## src/hw/rtl/slrg_pkg.sv

```systemverilog
// shared types, constants and helper functions of the stepper ramp generator
package slrg_pkg;

    // ramp state codes as seen on the ramp_phase output
    typedef enum logic [2:0] {
        RS_IDLE   = 3'd0,
        RS_ACCEL  = 3'd1,
        RS_CRUISE = 3'd2,
        RS_DECEL  = 3'd3,
        RS_FINAL  = 3'd4
    } t_ramp;

    // sequencer states of the shared divider
    typedef enum logic [1:0] {
        SEQ_IDLE = 2'd0,
        SEQ_DIV  = 2'd1,
        SEQ_SUB  = 2'd2,
        SEQ_RND  = 2'd3
    } t_seq;

    // operation codes of an input transaction
    typedef enum logic {
        OP_START = 1'b0,
        OP_TICK  = 1'b1
    } t_op;

    // configuration register indexes
    localparam int CFG_IDX_W = 2;
    localparam logic [CFG_IDX_W-1:0] CFG_START_DELAY  = 2'd0;
    localparam logic [CFG_IDX_W-1:0] CFG_MIN_DELAY    = 2'd1;
    localparam logic [CFG_IDX_W-1:0] CFG_FIRST_OFFSET = 2'd2;

    // configuration reset values
    localparam logic [15:0] START_DELAY_RST  = 16'd50000;
    localparam logic [15:0] MIN_DELAY_RST    = 16'd2500;
    localparam logic [15:0] FIRST_OFFSET_RST = 16'd1000;

    // divider: 33-bit dividend, one quotient bit per cycle
    localparam int DIV_STEPS = 33;
    localparam int DIV_CNT_W = 6;

    // rounding offset for the 24.8 delay
    localparam logic [32:0] ROUND_HALF = 33'd128;

    // quadrature action word for each phase
    function automatic logic [15:0] phase_word(input logic [1:0] idx);
        logic [15:0] w;
        case (idx)
            2'd0:    w = 16'h0909;
            2'd1:    w = 16'h0908;
            2'd2:    w = 16'h0808;
            default: w = 16'h0809;
        endcase
        return w;
    endfunction

    // next quadrature phase in the given direction
    function automatic logic [1:0] phase_next(input logic [1:0] idx, input logic rev);
        return rev ? (idx - 2'd1) : (idx + 2'd1);
    endfunction

    // 4 * (step_counter - move_length) + add, kept in 20 bits
    function automatic logic [19:0] steps_left4(input logic [15:0] sc,
                                                input logic [15:0] len,
                                                input logic [2:0]  add);
        logic [19:0] diff;
        diff = {4'b0, sc} - {4'b0, len};
        return {diff[17:0], 2'b00} + {17'b0, add};
    endfunction

endpackage

```

## src/hw/rtl/slrg_in_if.sv

```systemverilog
// input channel: move start and step tick transactions
interface slrg_in_if;
    logic               valid;
    logic               ready;
    logic               operation;
    logic signed [15:0] target_position;
    logic [15:0]        timer_now;

    modport source (output valid, output operation, output target_position,
                    output timer_now, input ready);
    modport sink   (input valid, input operation, input target_position,
                    input timer_now, output ready);
endinterface

```

## src/hw/rtl/slrg_out_if.sv

```systemverilog
// output channel: one result transaction per input transaction
interface slrg_out_if;
    logic               valid;
    logic               ready;
    logic               running;
    logic               outputs_updated;
    logic [15:0]        compare_value;
    logic [15:0]        phase_action;
    logic [15:0]        step_delay;
    logic signed [15:0] position;
    logic [2:0]         ramp_phase;

    modport source (output valid, output running, output outputs_updated,
                    output compare_value, output phase_action, output step_delay,
                    output position, output ramp_phase, input ready);
    modport sink   (input valid, input running, input outputs_updated,
                    input compare_value, input phase_action, input step_delay,
                    input position, input ramp_phase, output ready);
endinterface

```

## src/hw/rtl/stepper_linear_ramp_generator.sv

```systemverilog
// linear ramp stepper profile generator with a shared bit-serial divider
// result: start, idle tick and ticks without a delay update give a result in the cycle after accept
// result: ticks that update the delay give a result only after the sequencer has run through
//   the one-bit-per-cycle restoring divider (SEQ_DIV), then the subtract and round states
// throughput: one transaction at a time, next accepted once the result is taken or leaving
// reset: synchronous active-low, clears the sequencer and ramp state to idle and loads the register defaults
module stepper_linear_ramp_generator (
    input  logic                             i_clk,
    input  logic                             i_rst_n,
    input  logic                             i_cfg_wr_en,
    input  logic [slrg_pkg::CFG_IDX_W-1:0]   i_cfg_index,
    input  logic [15:0]                      i_cfg_data,
    slrg_in_if.sink                          i_in,
    slrg_out_if.source                       o_out
);

    // configuration registers
    logic [15:0] r_start_dly, r_min_dly, r_first_ofs;

    // sequencer and result handshake
    slrg_pkg::t_seq  r_seq, n_seq;
    logic            r_out_valid, n_out_valid;
    logic            r_updated, n_updated;

    // ramp state
    slrg_pkg::t_ramp r_ramp, n_ramp;
    logic [15:0]     r_pos, n_pos;
    logic            r_rev, n_rev;
    logic [1:0]      r_phase, n_phase;
    logic [15:0]     r_cmp, n_cmp;
    logic [15:0]     r_dly_int, n_dly_int;
    logic [31:0]     r_dly_fix, n_dly_fix;
    logic [15:0]     r_sc, n_sc;
    logic [15:0]     r_decel, n_decel;
    logic [15:0]     r_len, n_len;
    logic [15:0]     r_mid, n_mid;
    logic [19:0]     r_den, n_den;
    logic            r_run, n_run;

    // divider datapath
    logic [19:0]                     r_div_rem, n_div_rem;
    logic [32:0]                     r_div_quo, n_div_quo;
    logic [19:0]                     r_div_mag, n_div_mag;
    logic                            r_div_neg, n_div_neg;
    logic                            r_div_zero, n_div_zero;
    logic [slrg_pkg::DIV_CNT_W-1:0]  r_div_cnt, n_div_cnt;
    logic [15:0]                     r_decel_cand, n_decel_cand;

    logic in_ready;
    logic accept;

    // handshake
    assign in_ready   = (r_seq == slrg_pkg::SEQ_IDLE) && (!r_out_valid || o_out.ready);
    assign accept     = i_in.valid && in_ready;
    assign i_in.ready = in_ready;

    // result fields come from the state registers, phase_action through the phase_word decode
    assign o_out.valid           = r_out_valid;
    assign o_out.running         = r_run;
    assign o_out.outputs_updated = r_updated;
    assign o_out.compare_value   = r_cmp;
    assign o_out.phase_action    = slrg_pkg::phase_word(r_phase);
    assign o_out.step_delay      = r_dly_int;
    assign o_out.position        = r_pos;
    assign o_out.ramp_phase      = r_ramp;

    // configuration writes
    always_ff @(posedge i_clk) begin
        if (!i_rst_n) begin
            r_start_dly <= slrg_pkg::START_DELAY_RST;
            r_min_dly   <= slrg_pkg::MIN_DELAY_RST;
            r_first_ofs <= slrg_pkg::FIRST_OFFSET_RST;
        end else if (i_cfg_wr_en) begin
            case (i_cfg_index)
                slrg_pkg::CFG_START_DELAY:  r_start_dly <= i_cfg_data;
                slrg_pkg::CFG_MIN_DELAY:    r_min_dly   <= i_cfg_data;
                slrg_pkg::CFG_FIRST_OFFSET: r_first_ofs <= i_cfg_data;
                default: ;
            endcase
        end
    end

    // state registers
    always_ff @(posedge i_clk) begin
        if (!i_rst_n) begin
            r_seq       <= slrg_pkg::SEQ_IDLE;
            r_out_valid <= 1'b0;
            r_updated   <= 1'b0;
            r_ramp      <= slrg_pkg::RS_IDLE;
            r_pos       <= '0;
            r_rev       <= 1'b0;
            r_phase     <= '0;
            r_cmp       <= '0;
            r_dly_int   <= '0;
            r_dly_fix   <= '0;
            r_sc        <= '0;
            r_decel     <= '0;
            r_len       <= '0;
            r_mid       <= '0;
            r_den       <= '0;
            r_run       <= 1'b0;
            r_div_cnt   <= '0;
        end else begin
            r_seq       <= n_seq;
            r_out_valid <= n_out_valid;
            r_updated   <= n_updated;
            r_ramp      <= n_ramp;
            r_pos       <= n_pos;
            r_rev       <= n_rev;
            r_phase     <= n_phase;
            r_cmp       <= n_cmp;
            r_dly_int   <= n_dly_int;
            r_dly_fix   <= n_dly_fix;
            r_sc        <= n_sc;
            r_decel     <= n_decel;
            r_len       <= n_len;
            r_mid       <= n_mid;
            r_den       <= n_den;
            r_run       <= n_run;
            r_div_cnt   <= n_div_cnt;
        end
    end

    // divider payload registers
    always_ff @(posedge i_clk) begin
        r_div_rem    <= n_div_rem;
        r_div_quo    <= n_div_quo;
        r_div_mag    <= n_div_mag;
        r_div_neg    <= n_div_neg;
        r_div_zero   <= n_div_zero;
        r_decel_cand <= n_decel_cand;
    end

    // next state: transaction decode, ramp machine and divider sequencing
    always_comb begin
        slrg_pkg::t_ramp nr;
        logic [19:0]     nd;
        logic            do_upd;
        logic            last_exit;
        logic [15:0]     len_new;
        logic            rev_new;
        logic [20:0]     rem_sh;
        logic            qbit;
        logic [31:0]     q32;
        logic [32:0]     rnd_sum;
        logic [24:0]     rnd;
        logic [15:0]     sat;

        n_seq        = r_seq;
        n_out_valid  = r_out_valid && !o_out.ready;
        n_updated    = r_updated;
        n_ramp       = r_ramp;
        n_pos        = r_pos;
        n_rev        = r_rev;
        n_phase      = r_phase;
        n_cmp        = r_cmp;
        n_dly_int    = r_dly_int;
        n_dly_fix    = r_dly_fix;
        n_sc         = r_sc;
        n_decel      = r_decel;
        n_len        = r_len;
        n_mid        = r_mid;
        n_den        = r_den;
        n_run        = r_run;
        n_div_rem    = r_div_rem;
        n_div_quo    = r_div_quo;
        n_div_mag    = r_div_mag;
        n_div_neg    = r_div_neg;
        n_div_zero   = r_div_zero;
        n_div_cnt    = r_div_cnt;
        n_decel_cand = r_decel_cand;

        nr        = r_ramp;
        nd        = r_den;
        do_upd    = 1'b0;
        last_exit = 1'b0;
        len_new   = '0;
        rev_new   = 1'b0;
        rem_sh    = '0;
        qbit      = 1'b0;
        q32       = '0;
        rnd_sum   = '0;
        rnd       = '0;
        sat       = '0;

        case (r_seq)
            slrg_pkg::SEQ_IDLE: begin
                if (accept) begin
                    if (i_in.operation == slrg_pkg::OP_START) begin
                        // start: direction and length toward the target
                        if (i_in.target_position != $signed(r_pos)) begin
                            if (i_in.target_position < $signed(r_pos)) begin
                                len_new = r_pos - i_in.target_position;
                                rev_new = 1'b1;
                            end else begin
                                len_new = i_in.target_position - r_pos;
                                rev_new = 1'b0;
                            end
                            n_len     = len_new;
                            n_rev     = rev_new;
                            n_mid     = (len_new - 16'd1) >> 1;
                            n_dly_int = r_start_dly;
                            n_dly_fix = {8'b0, r_start_dly, 8'b0};
                            n_sc      = '0;
                            n_den     = 20'd1;
                            n_ramp    = slrg_pkg::RS_ACCEL;
                            n_run     = 1'b1;
                            n_cmp     = i_in.timer_now + r_first_ofs;
                            n_phase   = slrg_pkg::phase_next(r_phase, rev_new);
                            n_updated = 1'b1;
                        end else begin
                            n_updated = 1'b0;
                        end
                        n_out_valid = 1'b1;
                    end else if (r_ramp == slrg_pkg::RS_IDLE) begin
                        // tick while idle is ignored
                        n_updated   = 1'b0;
                        n_out_valid = 1'b1;
                    end else begin
                        n_cmp = r_cmp + r_dly_int;
                        // ramp state machine for this step
                        case (r_ramp)
                            slrg_pkg::RS_ACCEL: begin
                                if (r_sc == r_mid && !r_len[0]) begin
                                    nr = slrg_pkg::RS_DECEL;
                                    nd = slrg_pkg::steps_left4(r_sc, r_len, 3'd1) + 20'd4;
                                end else begin
                                    if (r_sc == r_mid) begin
                                        nr = slrg_pkg::RS_DECEL;
                                        nd = slrg_pkg::steps_left4(r_sc, r_len, 3'd1);
                                    end
                                    if (r_sc == r_len - 16'd1) begin
                                        nr = slrg_pkg::RS_FINAL;
                                    end else begin
                                        do_upd = 1'b1;
                                    end
                                end
                            end
                            slrg_pkg::RS_DECEL: begin
                                if (r_sc == r_len - 16'd1) begin
                                    nr = slrg_pkg::RS_FINAL;
                                end else begin
                                    do_upd = 1'b1;
                                end
                            end
                            slrg_pkg::RS_CRUISE: begin
                                if (r_sc == r_decel) begin
                                    nr = slrg_pkg::RS_DECEL;
                                    nd = slrg_pkg::steps_left4(r_sc, r_len, 3'd5);
                                end
                            end
                            default: begin
                                last_exit = 1'b1;
                            end
                        endcase

                        if (last_exit) begin
                            // last tick: compare advanced, move ends
                            n_ramp      = slrg_pkg::RS_IDLE;
                            n_run       = 1'b0;
                            n_updated   = 1'b0;
                            n_out_valid = 1'b1;
                        end else begin
                            n_ramp    = nr;
                            n_pos     = r_rev ? (r_pos - 16'd1) : (r_pos + 16'd1);
                            n_sc      = r_sc + 16'd1;
                            n_updated = 1'b1;
                            if (nr != slrg_pkg::RS_FINAL) begin
                                n_phase = slrg_pkg::phase_next(r_phase, r_rev);
                            end
                            if (do_upd) begin
                                // delay update: launch the divider
                                nd           = nd + 20'd4;
                                n_decel_cand = r_len - r_sc;
                                n_div_neg    = nd[19];
                                n_div_mag    = nd[19] ? (20'd0 - nd) : nd;
                                n_div_zero   = (nd == '0);
                                n_div_quo    = {r_dly_fix, 1'b0};
                                n_div_rem    = '0;
                                n_div_cnt    = '0;
                                n_seq        = slrg_pkg::SEQ_DIV;
                            end else begin
                                n_out_valid = 1'b1;
                            end
                            n_den = nd;
                        end
                    end
                end
            end

            slrg_pkg::SEQ_DIV: begin
                // one restoring division step
                rem_sh = {r_div_rem, r_div_quo[32]};
                if (rem_sh >= {1'b0, r_div_mag}) begin
                    qbit      = 1'b1;
                    n_div_rem = 20'(rem_sh - {1'b0, r_div_mag});
                end else begin
                    qbit      = 1'b0;
                    n_div_rem = rem_sh[19:0];
                end
                n_div_quo = {r_div_quo[31:0], qbit};
                n_div_cnt = r_div_cnt + slrg_pkg::DIV_CNT_W'(1);
                if (r_div_cnt == slrg_pkg::DIV_CNT_W'(slrg_pkg::DIV_STEPS - 1)) begin
                    n_seq = slrg_pkg::SEQ_SUB;
                end
            end

            slrg_pkg::SEQ_SUB: begin
                // signed quotient subtracted from the fixed-point delay
                q32 = r_div_neg ? (32'd0 - r_div_quo[31:0]) : r_div_quo[31:0];
                if (!r_div_zero) begin
                    n_dly_fix = r_dly_fix - q32;
                end
                n_seq = slrg_pkg::SEQ_RND;
            end

            slrg_pkg::SEQ_RND: begin
                // round, saturate and clamp at the minimum delay
                rnd_sum = {1'b0, r_dly_fix} + slrg_pkg::ROUND_HALF;
                rnd     = rnd_sum[32:8];
                sat     = (|rnd[24:16]) ? 16'hFFFF : rnd[15:0];
                if (sat <= r_min_dly) begin
                    n_ramp    = slrg_pkg::RS_CRUISE;
                    n_decel   = r_decel_cand;
                    n_dly_int = r_min_dly;
                end else begin
                    n_dly_int = sat;
                end
                n_out_valid = 1'b1;
                n_seq       = slrg_pkg::SEQ_IDLE;
            end

            default: begin
                n_seq = slrg_pkg::SEQ_IDLE;
            end
        endcase
    end

endmodule

```

## src/flat_wrapper.sv

```systemverilog
// flat-port wrapper written by rule: the top's interface ports become plain ports
module stepper_linear_ramp_generator_flat 
  (i_clk, i_rst_n, i_cfg_wr_en, i_cfg_index, i_cfg_data, i_in_valid, i_in_operation, i_in_target_position, i_in_timer_now, i_in_ready, o_out_valid, o_out_running, o_out_outputs_updated, o_out_compare_value, o_out_phase_action, o_out_step_delay, o_out_position, o_out_ramp_phase, o_out_ready);
  slrg_in_if i_in_i ();
  slrg_out_if o_out_i ();
  input  logic i_clk;
  input  logic i_rst_n;
  input  logic i_cfg_wr_en;
  input  logic [slrg_pkg::CFG_IDX_W-1:0] i_cfg_index;
  input  logic [15:0] i_cfg_data;
  input wire logic [$bits(i_in_i.valid)-1:0] i_in_valid;
  input wire logic [$bits(i_in_i.operation)-1:0] i_in_operation;
  input wire logic [$bits(i_in_i.target_position)-1:0] i_in_target_position;
  input wire logic [$bits(i_in_i.timer_now)-1:0] i_in_timer_now;
  output wire logic [$bits(i_in_i.ready)-1:0] i_in_ready;
  output wire logic [$bits(o_out_i.valid)-1:0] o_out_valid;
  output wire logic [$bits(o_out_i.running)-1:0] o_out_running;
  output wire logic [$bits(o_out_i.outputs_updated)-1:0] o_out_outputs_updated;
  output wire logic [$bits(o_out_i.compare_value)-1:0] o_out_compare_value;
  output wire logic [$bits(o_out_i.phase_action)-1:0] o_out_phase_action;
  output wire logic [$bits(o_out_i.step_delay)-1:0] o_out_step_delay;
  output wire logic [$bits(o_out_i.position)-1:0] o_out_position;
  output wire logic [$bits(o_out_i.ramp_phase)-1:0] o_out_ramp_phase;
  input wire logic [$bits(o_out_i.ready)-1:0] o_out_ready;
  assign i_in_i.valid = i_in_valid;
  assign i_in_i.operation = i_in_operation;
  assign i_in_i.target_position = i_in_target_position;
  assign i_in_i.timer_now = i_in_timer_now;
  assign i_in_ready = i_in_i.ready;
  assign o_out_valid = o_out_i.valid;
  assign o_out_running = o_out_i.running;
  assign o_out_outputs_updated = o_out_i.outputs_updated;
  assign o_out_compare_value = o_out_i.compare_value;
  assign o_out_phase_action = o_out_i.phase_action;
  assign o_out_step_delay = o_out_i.step_delay;
  assign o_out_position = o_out_i.position;
  assign o_out_ramp_phase = o_out_i.ramp_phase;
  assign o_out_i.ready = o_out_ready;
  stepper_linear_ramp_generator u_core (.i_clk(i_clk), .i_rst_n(i_rst_n), .i_cfg_wr_en(i_cfg_wr_en), .i_cfg_index(i_cfg_index), .i_cfg_data(i_cfg_data), .i_in(i_in_i), .o_out(o_out_i));
endmodule
```

## config.mk

```make
export PLATFORM = sky130hd
export DESIGN_NAME = stepper_linear_ramp_generator_flat
export DESIGN_NICKNAME = d
export VERILOG_FILES = /design/src/hw/rtl/slrg_pkg.sv /design/src/hw/rtl/slrg_in_if.sv /design/src/hw/rtl/slrg_out_if.sv /design/src/hw/rtl/stepper_linear_ramp_generator.sv /design/src/flat_wrapper.sv
export SDC_FILE = /design/constraint.sdc
export NUM_CORES = 1
export LEC_CHECK = 0
export ABC_AREA = 0
export BUFFER_PORTS_ARGS = -buffer_cell sky130_fd_sc_hd__buf_2
export CORE_ASPECT_RATIO = 0.75
export CORE_MARGIN = 5
export CORE_UTILIZATION = 55
export CTS_CLUSTER_SIZE = 25
export DETAILED_ROUTE_END_ITERATION = 8
export GPL_TIMING_DRIVEN = 0
export PLACE_DENSITY = 0.81
export SYNTH_ARGS = -nofsm -noshare
export SYNTH_HDL_FRONTEND = slang
export SYNTH_SLANG_ARGS = --single-unit
```

## constraint.sdc

```tcl
create_clock -name i_clk -period 6.3 [get_ports i_clk]
set_input_delay 0.315 -clock i_clk [delete_from_list [all_inputs] [get_ports i_clk]]
set_output_delay 0.315 -clock i_clk [all_outputs]
set_load 0.03 [all_outputs]
```

# After elaboration in Yosys (flattened, before gate mapping)
# Cells that the tools add are included.
[word_totals] register_bits=319 latchBits=0 ram_bits=0 mem_bits_ro=0 output_inout_bits=71 elab_cells=246 n_memories=0
[classes] addsub=23 n_mul=0 div_mod_pow=0 order_cmp=3 n_eq_ne=32 shifts=0 mux=122 bitwise=3 reduce_logical=36
[op_table] op="$mux W20" count=18
[op_table] op="$mux W16" count=18
[op_table] op="$mux W33" count=5
[op_table] op="$mux W32" count=5
[op_table] op="$pmux W20 S2" count=2
[op_table] op="$pmux W33 S2" count=1
[op_table] op="$pmux W32 S2" count=1
[op_table] op="$add A20 B3 Y20 const B" count=3
[op_table] op="$sub A16 B1 Y16 const B" count=3
[op_table] op="$sub A16 B16 Y16" count=3
[op_table] op="$mux W3" count=15
[op_table] op="$add A32 B8 Y33 const B" count=1
[op_table] op="$add A16 B1 Y16 const B" count=2
[op_table] op="$add A16 B16 Y16" count=2
[op_table] op="$eq A16 B16 Y1" count=2
[op_table] op="$pmux W16 S2" count=1
[op_table] op="$sub A1 B32 Y32 const A" count=1
[op_table] op="$sub A32 B32 Y32" count=1
[op_table] op="$mux W1" count=30
[op_table] op="$mux W6" count=5
[op_table] op="$pmux W9 S3" count=1
[op_table] op="$mux W2" count=13
[op_table] op="$reduce_and A5 Y1" count=5
[op_table] op="$reduce_and A6 Y1" count=4
[op_table] op="38 further kinds" count=77

# Depth between registers and ports, before layout
[depth] ltp_word=15 mapped_depth=26

# Least setup slack after synthesis
# Ideal clock, no wire load.
[synth_path] kind="flip-flop to flip-flop" start="register u_core.r_sc[0]" end="register u_core.r_div_mag[17] (data pin)" setup_time_ns=0.269 arrival_ns=4.980 required_time_ns=6.031 path_slack_ns=1.050 stages_incl_launch_ff=19 n_path_buf=2 path_cell_list="dfxtp_1 clkbuf_1 inv_1 ha_1 inv_1 fa_1 ha_1 mux2_2 mux2_2 a221o_1 ha_1 or4_1 clkbuf_1 o41a_1 a2111oi_4 o221ai_1 o21a_1 a31oi_1 xnor2_1"
[synth_via] elab_chain_cells=12 elab_cells_between_ends=18 cone_classes="add/sub: 6; eq/ne: 2; mux: 9; reduce/logical: 1"
[synth_lines] element="start: declaration" line_no="stepper_linear_ramp_generator.sv:33" source="logic [15:0] r_sc, n_sc;"
[synth_lines] element="start signal: assignment" line_no="stepper_linear_ramp_generator.sv:114" source="r_sc <= n_sc;"
[synth_lines] element="$sub A16 B16 Y17" line_no="slrg_pkg.sv:67" source="diff = {4'b0, sc} - {4'b0, len};"
[synth_lines] element="$add A20 B1 Y20" line_no="slrg_pkg.sv:68" source="return {diff[17:0], 2'b00} + {17'b0, add};"
[synth_lines] element="$add A20 B3 Y20 or $mux W20 (tied branches)" line_no="stepper_linear_ramp_generator.sv:226, stepper_linear_ramp_generator.sv:228"
[synth_lines] element="$mux W20" line_no="stepper_linear_ramp_generator.sv:224" source="if (r_sc == r_mid && !r_len[0]) begin"
[synth_lines] element="$pmux W20 S2 *" line_no="stepper_linear_ramp_generator.sv:222" source="case (r_ramp)"
[synth_lines] element="$mux W20 *" line_no="stepper_linear_ramp_generator.sv:215" source="end else if (r_ramp == slrg_pkg::RS_IDLE) begin"
[synth_lines] element="$mux W20 *" line_no="stepper_linear_ramp_generator.sv:189" source="if (i_in.operation == slrg_pkg::OP_START) begin"
[synth_lines] element="$mux W20 *" line_no="stepper_linear_ramp_generator.sv:188" source="if (accept) begin"
[synth_lines] element="$mux W20 *" line_no="stepper_linear_ramp_generator.sv:186" source="case (r_seq)"
[synth_lines] element="$add A20 B3 Y20 *" line_no="stepper_linear_ramp_generator.sv:273" source="nd = nd + 20'd4;"
[synth_lines] element="$sub A1 B20 Y20" line_no="stepper_linear_ramp_generator.sv:276" source="n_div_mag = nd[19] ? (20'd0 - nd) : nd;"
[synth_lines] element="$mux W19 *" line_no="stepper_linear_ramp_generator.sv:276"
[synth_lines] element="end signal: assignment" line_no="stepper_linear_ramp_generator.sv:128" source="r_div_mag <= n_div_mag;"
[synth_lines] element="end: declaration" line_no="stepper_linear_ramp_generator.sv:43" source="logic [19:0] r_div_mag, n_div_mag;"
# Every way passes the cells marked *; elsewhere a longest branch is shown, timed or not. The select of a mux whose other input is x is not followed.
# A chain may end at the register's enable or synchronous reset.

# Worst setup path after layout
# Same ends and word-level chain as after synthesis.

==> run_results.csv <==
group,metric,value,unit
clock_tree,clk_latency,0.55,ns
timing,worst_pin_slew,1.433,ns
layout,diodes,0,
die,fp.dieH,194.5,um
min_path,min_path_type,"in -> reg",
yosys,syn_inst,3096,
clock_tree,clk_pin_slew_worst_paths,0.07,ns
layout,num-fill-cells,3886,
critical_path,r2r_start,"u_core.r_sc[0]$_SDFFE_PN0P_",
critical_path,crit_type,"reg -> reg",
global_route,grt_overflow,0,
clock_tree,cts_tree,"done",
yosys,synthArstFlopShare,0,
min_path,hold_depth,3,
power,p_switching,0.003316,W
detailed_routing,wl,76880,um
timing,hold_violations,0,
critical_path,reg2reg_depth,18,
power,seqPwrFrac,0.309,
placement,port_buffers,112,
yosys,yosys-top-cells-count,"nand2_1 (367), nor2_1 (304), dfxtp_1 (228)",
power,combPwrFrac,0.429,
yosys,yosys.cell_types.count,98,
layout,area_growth_syn_to_layout,10.34,%
detailed_routing,detail-route-antenna-nets,0,
yosys,synth.most_common_cell,"nand2_1",
detailed_routing,viasPerCell,6.260,
timing,slew_headroom,0.01997,
placement,post-dp-hpwl,58800,um
global_route,antenna_found_initial,0,
critical_path,reg2reg_slack,0.22,ns
layout,drive_above_1_share,0.09229,
detailed_routing,first_iter_violations,3188,
critical_path,worst_ep_arrival_time,6.34,ns
layout,fin_nets,3515,
clock_tree,cts_setup_buffers,0,
clock_tree,htreeDepth,2,
global_route,grt_max_degree,39,
timing,post-route-min-period,6.082,ns
clock_tree,clkSinkCount,319,
min_path,hold_end,"u_core.r_start_dly[14]$_SDFFE_PN1P_",
detailed_routing,avgRoutedWirePerCell,19.87,um
clock_tree,clock-root-buffer,"clkbuf_16",
global_route,grt_pass1_wl,121000,um
detailed_routing,num_vias,24220,
layout,fin_cells,3869,
global_route,grt_pass1_vias,22040,
die,row_count,67,
die,initial_core_util,0.5577,
timing,skew,0.02696,ns
yosys,seq_area_frac_synth,0.2923,
yosys,synth_top_area_share,0.1828,
clock_tree,ctsHoldBuffers,0,
timing,slew_violations,0,
detailed_routing,drc_errors,0,
power,p_int,0.004815,W
power,power.leakage,11.16,nW
critical_path,cpMostUsedCell,"ha_1",
die,die_area,0.04980,mm^2
outcome,violations,"capacitance limit",
yosys,synth-main-ff-cell,"dfxtp_1",
global_route,grt_use_total,0.2946,
clock_tree,post_cts_resize_count,0,
critical_path,critPathRequiredTime,6.56,ns
clock_tree,cts_buffer_depth,3,
placement,place.gp.congestion,0.9899,
critical_path,path_max_fanout,7,
power,clkPwrFrac,0.261,
power,irDropWorstVdd,0.1989,mV
critical_path,slowest_stage,"a2111oi_4",
yosys,ys_warn_count,0,
outcome,status,"complete, but fails checks",
min_path,worstHoldStart,"i_cfg_data[14]",
power,power_density,295.2,mW/mm^2
placement,placed_cells,3808,
critical_path,crit_chain,"clkbuf_1, inv_1, ha_1, inv_1, fa_1, ha_1, mux2_2, mux2_2, a221o_1, ha_1, or4_1, clkbuf_1, o41a_1, a2111oi_4, o221ai_1, o21ai_0, a31oi_1, xnor2_1",
yosys,synth_edf_count,91,
timing,setup_viol,0,
detailed_routing,dr.pass1.iters,6,
yosys,netlist_area,0.02497,mm^2
yosys,avgSynthCellArea,8.064,um^2
critical_path,critPathLaunchType,"flip-flop",
clock_tree,numCtsBuffers,35,
power,p_sw_frac,0.4078,
layout,multi_input_area,0.01637,mm^2
yosys,synth_area_leaders,"dfxtp_1 (18%), edfxtp_1 (11%), ha_1 (9.6%)",
timing,maxClockFrequency,164.4,MHz
timing,timing.final.crit_share,0.9654,
yosys,synth_top_area_cell,"dfxtp_1",
critical_path,max_stage_delay,0.52,ns
job,cap_violations,1,
critical_path,cp-end-kind,"flip-flop",
die,die_x,256.0,um
yosys,synth_seq_cells,319,
die,core-area,0.04477,mm^2
timing,fin_setup_tns,0,ns
die,io-pin-count,127,
layout,regArea,0.007297,mm^2
critical_path,r2r_end,"u_core.r_div_mag[17]$_DFFE_PP_",
==> metal layers <==
metal	vias up	global-route usage	wire length [um]
met1	11410	0.4392	34280
met3	146	0.08276	9865
met5	-	0	0
met4	0	0.08412	2190
met2	1304	0.4151	30540
li1	11360	-	-
==> cell usage in the layout, fill, tap and decap left out, types with 41 or more instances in the layout <==
master and count:
a21oi_1 190, nand4_1 43, nand3_1 82, nand2_1 367
ha_1 191, mux2i_1 64, xnor2_1 162, nor3_1 59
buf_2 131, a211oi_1 74, inv_1 189, a21o_1 48
dfxtp_1 228, clkbuf_1 108, a31oi_1 41, nor2_1 303
edfxtp_1 91, o21ai_0 149, xor2_1 107
==> worst max-delay path: cells and delay by family (launching register included) <==
family,cells,cell delay (ns)
and+or+nand+nor,1,0.51
DFF,1,0.40
xor gates and xnor gates,1,0.15
AOI/OAI and AO/OA,6,2.12
muxes,2,0.52
adders and majority gates,4,1.40
buffers and inverters,4,0.67
==> state kept, by name, indices dropped and copies added (netlist names), 2 cells and up <==
signal / cells
u_core.r_div_rem: 20
u_core.r_min_dly: 16
u_core.o_out.step_delay: 16
u_core.o_out.position: 16
u_core.r_sc: 16
u_core.r_dly_fix: 32
u_core.r_den: 20
u_core.o_out.ramp_phase: 3
u_core.r_phase: 2
u_core.r_decel_cand: 16
u_core.r_len: 16
u_core.r_div_cnt: 6
u_core.r_div_mag: 20
u_core.r_first_ofs: 16
u_core.r_decel: 16
u_core.r_seq: 2
u_core.r_mid: 15
u_core.o_out.compare_value: 16
u_core.r_start_dly: 16
u_core.r_div_quo: 33
==> layout make-up <==
class                      instances  area share
clock inverter                    15    0.006677
timing repair buffer             114     0.02180
clock buffer                      46     0.03511
tap                              586     0.02662
buffer                           154     0.02453
inverter                         193     0.02630
sequential                       319      0.2649
multi-input combinational       2442      0.5941
==> worst max-delay path by stage <==
stage	startpoint	to	slack, ns	cells past startpoint
global route	u_core.r_sc[0]$_SDFFE_PN0P_	u_core.r_div_zero$_DFFE_PP_	-0.006	20
global placement	u_core.r_len[0]$_SDFFE_PN0P_	u_core.r_div_cnt[5]$_SDFFE_PN0P_	-0.76	14
finish	u_core.r_sc[0]$_SDFFE_PN0P_	u_core.r_div_mag[17]$_DFFE_PP_	0.22	18
detailed placement	u_core.r_dly_fix[9]$_SDFFE_PN0P_	u_core.r_decel[6]$_SDFFE_PN0P_	0.10	21
floorplan	u_core.r_sc[0]$_SDFFE_PN0P_	u_core.r_div_mag[17]$_DFFE_PP_	1.05	18
CTS	u_core.r_dly_fix[9]$_SDFFE_PN0P_	u_core.r_decel[9]$_SDFFE_PN0P_	0.01	21
==> logic make-up after synthesis <==
kind of cell	Yosys count	share of synthesized area
multiplexers	101	0.04235
adder cells (fa/ha/maj)	200	0.1029
AO/OA/AOI/OAI	759	0.2005
buffers and inverters	347	0.05583
flip-flops	319	0.2923
AND/OR/NAND/NOR	1098	0.2105
XOR/XNOR	270	0.09527
other	2	0.0003008
==> power groups by stage <==
stage	Sequential, W	Clock (W)	Combinational [W]
floorplan	0.00257	0	0.00245
global placement	0.00255	0	0.00328
detailed placement	0.00255	0	0.00334
CTS	0.00251	0.00213	0.00337
global route	0.00253	0.00222	0.00377
finish	0.00252	0.00213	0.00349
==> through the flow <==
stage | setup slack (ns) | cell area (um^2) | hold WS, ns | total power [W] | util
finish | 0.2179 | 27550 | 0.03942 | 0.008131 | 0.6154
CTS | 0.01461 | 27510 | 0.01304 | 0.008010 | 0.6145
detailed placement | 0.1042 | 26360 | 0.4426 | 0.005890 | 0.5887
floorplan | 1.050 | 25010 | 0.4273 | 0.005024 | -
global route | -0.005931 | 27550 | 0.03044 | 0.008529 | 0.6154
global placement | -0.7604 | 26300 | 0.4358 | 0.005826 | 0.5876
Power figures use the tool's default switching activity.
